`src/rtl/core/sli_pkg.sv`:
```
// Shared constants and types for the sorted list insert block.
`timescale 1ns / 1ps

package sli_pkg;

  localparam int DEPTH   = 1024;
  localparam int DATA_W  = 32;
  localparam int INDEX_W = 10;
  localparam int COUNT_W = 11;
  localparam int ADDR_W  = $clog2(DEPTH);
  localparam int CNT_W   = $clog2(DEPTH + 1);
  localparam int CMP_W   = (INDEX_W > CNT_W) ? INDEX_W : CNT_W;

  typedef enum logic {
    ACT_INSERT = 1'b0,
    ACT_READ   = 1'b1
  } action_t;

  typedef logic signed [DATA_W-1:0] data_t;
  typedef logic [ADDR_W-1:0]        addr_t;
  typedef logic [CNT_W-1:0]         cnt_t;

  // One result as it leaves the sequencer.
  typedef struct packed {
    data_t              entry;
    logic               entry_valid;
    logic [COUNT_W-1:0] count;
    logic               dropped;
  } res_t;

  // Memory access for one cycle: one write and one read address.
  typedef struct packed {
    logic  we;
    addr_t waddr;
    data_t wdata;
    addr_t raddr;
  } ram_req_t;

endpackage

```
`src/rtl/core/sli_seq.sv`:
```
// Sequencer: scans the store from the top, shifts entries >= value up, places it.
`timescale 1ns / 1ps

module sli_seq (
  input  logic             clk,
  input  logic             rst,
  input  logic             in_valid,
  output logic             in_ready,
  input  logic             action,
  input  sli_pkg::data_t   value,
  input  logic [sli_pkg::INDEX_W-1:0] index,
  input  logic             out_free,
  output logic             res_valid,
  output sli_pkg::res_t    res,
  output sli_pkg::ram_req_t ram_req,
  input  sli_pkg::data_t   rdata
);
  import sli_pkg::*;

  typedef enum logic [2:0] {
    S_IDLE,
    S_SHIFT,
    S_PLACE,
    S_RDWAIT,
    S_EMIT
  } state_t;

  state_t state;
  addr_t  pos;     // address whose read data arrives this cycle
  data_t  val;     // value being inserted
  cnt_t   cnt;

  logic   accept;
  logic   idx_ok;
  logic   not_below;

  assign accept    = in_valid && in_ready;
  assign idx_ok    = CMP_W'(index) < CMP_W'(cnt);
  assign not_below = !(rdata < val);

  assign in_ready  = (state == S_IDLE);
  assign res_valid = (state == S_EMIT) && out_free;

  always_comb begin
    ram_req       = '0;
    ram_req.wdata = val;
    unique case (state)
      S_IDLE: begin
        if (action == ACT_READ) begin
          ram_req.raddr = ADDR_W'(index);
        end else begin
          ram_req.raddr = ADDR_W'(cnt - CNT_W'(1));
        end
      end
      S_SHIFT: begin
        ram_req.we    = 1'b1;
        ram_req.waddr = pos + ADDR_W'(1);
        ram_req.raddr = pos - ADDR_W'(1);
        if (not_below) begin
          ram_req.wdata = rdata;
        end
      end
      S_PLACE: begin
        ram_req.we = 1'b1;
      end
      default: begin
        ram_req = '0;
      end
    endcase
  end

  always_ff @(posedge clk) begin
    if (rst) begin
      state <= S_IDLE;
      cnt   <= '0;
      pos   <= '0;
      val   <= '0;
      res   <= '0;
    end else begin
      unique case (state)
        S_IDLE: begin
          if (accept) begin
            val <= value;
            pos <= ADDR_W'(cnt - CNT_W'(1));
            res <= '{entry: '0, entry_valid: 1'b0, count: COUNT_W'(cnt),
                     dropped: (action == ACT_INSERT) && (cnt == CNT_W'(DEPTH))};
            if (action == ACT_READ) begin
              state <= idx_ok ? S_RDWAIT : S_EMIT;
            end else if (cnt == CNT_W'(DEPTH)) begin
              state <= S_EMIT;
            end else if (cnt == '0) begin
              state <= S_PLACE;
            end else begin
              state <= S_SHIFT;
            end
          end
        end
        S_SHIFT: begin
          if (not_below) begin
            // entry moved up; stop at the bottom and place at the front
            if (pos == '0) begin
              state <= S_PLACE;
            end else begin
              pos <= pos - ADDR_W'(1);
            end
          end else begin
            cnt       <= cnt + CNT_W'(1);
            res.count <= COUNT_W'(cnt + CNT_W'(1));
            state     <= S_EMIT;
          end
        end
        S_PLACE: begin
          cnt       <= cnt + CNT_W'(1);
          res.count <= COUNT_W'(cnt + CNT_W'(1));
          state     <= S_EMIT;
        end
        S_RDWAIT: begin
          res.entry       <= rdata;
          res.entry_valid <= 1'b1;
          state           <= S_EMIT;
        end
        S_EMIT: begin
          if (out_free) begin
            state <= S_IDLE;
          end
        end
        default: begin
          state <= S_IDLE;
        end
      endcase
    end
  end

endmodule

```
`config.mk`:
```
export PLATFORM = sky130hd
export DESIGN_NAME = sli_seq
export DESIGN_NICKNAME = d
export VERILOG_FILES = /design/src/rtl/core/sli_pkg.sv /design/src/rtl/core/sli_seq.sv
export SDC_FILE = /design/constraint.sdc
export NUM_CORES = 1
export LEC_CHECK = 0
export ABC_AREA = 1
export BUFFER_PORTS_ARGS = -buffer_cell sky130_fd_sc_hd__buf_4
export CORE_MARGIN = 2
export CORE_UTILIZATION = 43
export DETAILED_ROUTE_END_ITERATION = 12
export PLACE_DENSITY_LB_ADDON = 0.08
export SYNTH_ARGS = -nofsm -noshare
export SYNTH_HDL_FRONTEND = slang
export SYNTH_SLANG_ARGS = --single-unit
```
`constraint.sdc`:
```
create_clock -name clk -period 3.9 [get_ports clk]
set_input_delay 0.39 -clock clk [delete_from_list [all_inputs] [get_ports clk]]
set_output_delay 0.39 -clock clk [all_outputs]
set_load 0.03 [all_outputs]
```
==> run_results.csv <==
group,metric,value,unit
outcome,outcome,"finished clean",
timing,maxClockFrequency,0.311,GHz
critical_path,criticalPathCategory,"flop to output port",
run,maxCapViolCount,0,
floorplan,initial_utilization,0.442,
layout,share_of_the_core_filled_with_cells_in_the_final_layout,0.562,
hold_path,worst_hold_path_type,"input port to flop",
timing,setup_violation_total_in_the_final_timing_report,0,
layout,area_delta_synth_final,27.0,%
clocking,post_cts_setup_repair_bufs,0,
route,antenna_violating_nets_post_route,0,
place,dp.cells,1214,
floorplan,core_area,0.0140,mm2
clocking,clk_path_buf_depth,2,
layout,post_layout_nonfiller_instances,1230,
power,fin_total_pwr,6.54,mW
power,power.share.combinational,0.629,
power,cellPowerDensity,833,mW/mm2
timing,min_period,3210,ps
route,via_count,6284,
critical_path,r2r.worst_path.cells,9,
critical_path,r2r_slack,1120,ps
global_routing,grt_overall_usage,0.238,
critical_path,timing.rr.start,"state[0]",
layout,finish.net_count,1169,
clocking,clkSinkCount,101,
floorplan,chipWidth,124,um
route,avgViaCountPerCell,5.11,
clocking,cts_tree,"built",
logic_synthesis,avgSynthCellArea,6.86,um2
hold_path,hold-path-endpoint,"val[5]",
place,dp_worst_setup_slack,910,ps
logic_synthesis,async_reset_ff_frac,0,
logic_synthesis,synthesis.instances,902,
critical_path,worst_ep_required,3510,ps
clocking,clkSlewWorstSetupHoldPaths,80,ps
power,ir_worst_vdd,359,uV
layout,layout-drive-gt1-share,0.216,
place,post_placement_cell_area,0.00755,mm2
clocking,number_of_buffers_added_by_the_clock_tree_synthesis_step,9,
place,hpwlAfterDp,13600,um
power,p_seq_frac,0.226,
logic_synthesis,netlist-cell-type-count,36,
global_routing,grt_pass1_vias,5728,
route,post_drt_wl_per_cell,14.7,um
timing,finalCritPeriodShare,0.824,
logic_synthesis,synth_flop_cell,"sky130_fd_sc_hd__dfxtp_1",
global_routing,first_pass_grt_wire_length,28700,um
layout,layout.cells.most_common,"sky130_fd_sc_hd__buf_4",
timing,timing.slew.headroom,0.457,
critical_path,cp-start-kind,"flop",
critical_path,worst-endpoint-arrival,2820,ps
logic_synthesis,synthesis.nets,1026,
critical_path,critical_path.max_fanout,31,
power,power.clock.fraction,0.145,
logic_synthesis,synth-seq-cells,101,
critical_path,cp-end-kind,"output port",
global_routing,antenna_found_initial,0,
timing,totalNegativeSetupSlack,0,ps
place,buffer_ports.inserted,178,
global_routing,grt_overflow,0,
clocking,htreeDepth,3,
clocking,cts.root.buffer_cell,"sky130_fd_sc_hd__clkbuf_16",
clocking,post_cts_resize_count,0,
route,firstDrtPassIters,4,
logic_synthesis,synth_area,0.00619,mm2
layout,antenna-diode-count,0,
global_routing,pin_count_of_the_biggest_net_entering_global_routing,57,
route,detail_route.wirelength,18100,um
floorplan,top_level_ports,179,
logic_synthesis,synth-warning-count,0,
logic_synthesis,register_area_share_after_synthesis,0.327,
clocking,cts_hold_buf,0,
timing,slew_violations,0,
place,finalWeightedCongestion,0.877,
clocking,clock_latency,360,ps
timing,layout_setup_ws,687,ps
hold_path,min_from,"value[5]",
logic_synthesis,synth-edff-count,0,
timing,rsz_0062_raised_after_global_routing,"no",
route,detail_route.iter0.violations,268,
floorplan,die_area,0.0154,mm2
power,power.static_leakage,3.64,nW
hold_path,worst_hold_path.num_cells,3,
timing,worstMarginPinSlew,813,ps
power,p_switching,3.40,mW
timing,timing.clock.skew,9.52,ps
layout,layout.cell_area.non_filler,0.00786,mm2
power,switching_share,0.520,
timing,finalHoldViolCount,0,
power,int_power,3.14,mW
floorplan,die-height,124,um
route,drcViolationCount,0,
layout,layout.cells.most_common_list,"sky130_fd_sc_hd__buf_4, sky130_fd_sc_hd__inv_1, sky130_fd_sc_hd__a21oi_1",
timing,whs,308,ps
floorplan,placement_rows,43,
critical_path,reg2reg_to,"pos[5]",
==> cells in the mapped netlist (18+ instances only) <==
| master | number | area, um2 |
|---|---|---|
| sky130_fd_sc_hd__o22ai_1 | 34 | 213 |
| sky130_fd_sc_hd__inv_1 | 112 | 420 |
| sky130_fd_sc_hd__a21oi_1 | 111 | 556 |
| sky130_fd_sc_hd__xor2_1 | 18 | 158 |
| sky130_fd_sc_hd__clkbuf_1 | 31 | 116 |
| sky130_fd_sc_hd__o21ai_1 | 19 | 95.1 |
| sky130_fd_sc_hd__o21ai_0 | 74 | 370 |
| sky130_fd_sc_hd__dfxtp_1 | 101 | 2020 |
| sky130_fd_sc_hd__nand3_1 | 92 | 460 |
| sky130_fd_sc_hd__nand2_1 | 107 | 402 |
| sky130_fd_sc_hd__ha_1 | 45 | 563 |
| sky130_fd_sc_hd__nor2_1 | 79 | 297 |
==> routing by layer <==
layer,vias to the layer above,part of all wire,track usage,wire [um]
met5,-,0,0,0
met1,2795,0.44,0.303,8020
li1,3310,-,-,-
met4,0,0.014,0.0590,254
met2,163,0.48,0.401,8640
met3,16,0.065,0.0655,1180
==> kinds of logic after synthesis <==
kind of cell	after synthesis	share of synthesized area
compound gates	252	0.217
flops	101	0.327
fa+ha+maj	45	0.0910
xor+xnor	19	0.0269
simple gates	309	0.224
buf+inv	176	0.115
==> sequential cells by signal, summed over array words and instances (netlist names) <==
signal  cells
cnt        11
pos        10
res        45
state       3
val        32
==> power groups by stage <==
stage / sequential, mW / clock, mW / combinational [mW]
floorplan: 1.49 / 0 / 2.98
global placement: 1.49 / 0 / 4.09
detailed placement: 1.50 / 0 / 4.12
CTS: 1.48 / 0.970 / 4.14
global route: 1.51 / 1.00 / 4.56
finish: 1.48 / 0.947 / 4.12
==> cell type report <==
type | count | area [um2]
clock buffer | 9 | 225
clock inverter | 7 | 81.3
fill | 1430 | 6130
inverter | 123 | 462
multi-input combinational | 625 | 3450
sequential | 101 | 2020
tap | 180 | 225
timing repair buffer | 185 | 1390
==> worst max-delay path, cell delays in order, from the launching register on <==
cell,delay [ps]
sky130_fd_sc_hd__dfxtp_1,680
sky130_fd_sc_hd__inv_1,220
sky130_fd_sc_hd__nor2_4,500
sky130_fd_sc_hd__nand3_4,270
sky130_fd_sc_hd__nand2_1,130
sky130_fd_sc_hd__buf_4,330
sky130_fd_sc_hd__o22ai_1,130
sky130_fd_sc_hd__buf_4,190
==> worst max path at each step <==
stage               startpoint          end  slack [ps]  depth (start not counted)
finish                state[0]  ram_req[28]         690                          7
global route           val[17]  ram_req[28]         450                         14
CTS                    val[21]  ram_req[30]         670                         14
detailed placement    rdata[5]  ram_req[30]         910                         16
global placement      rdata[5]  ram_req[10]         950                         16
floorplan            rdata[21]  ram_req[10]        1310                         11
Note: power is estimated with default switching activity, not from simulation.
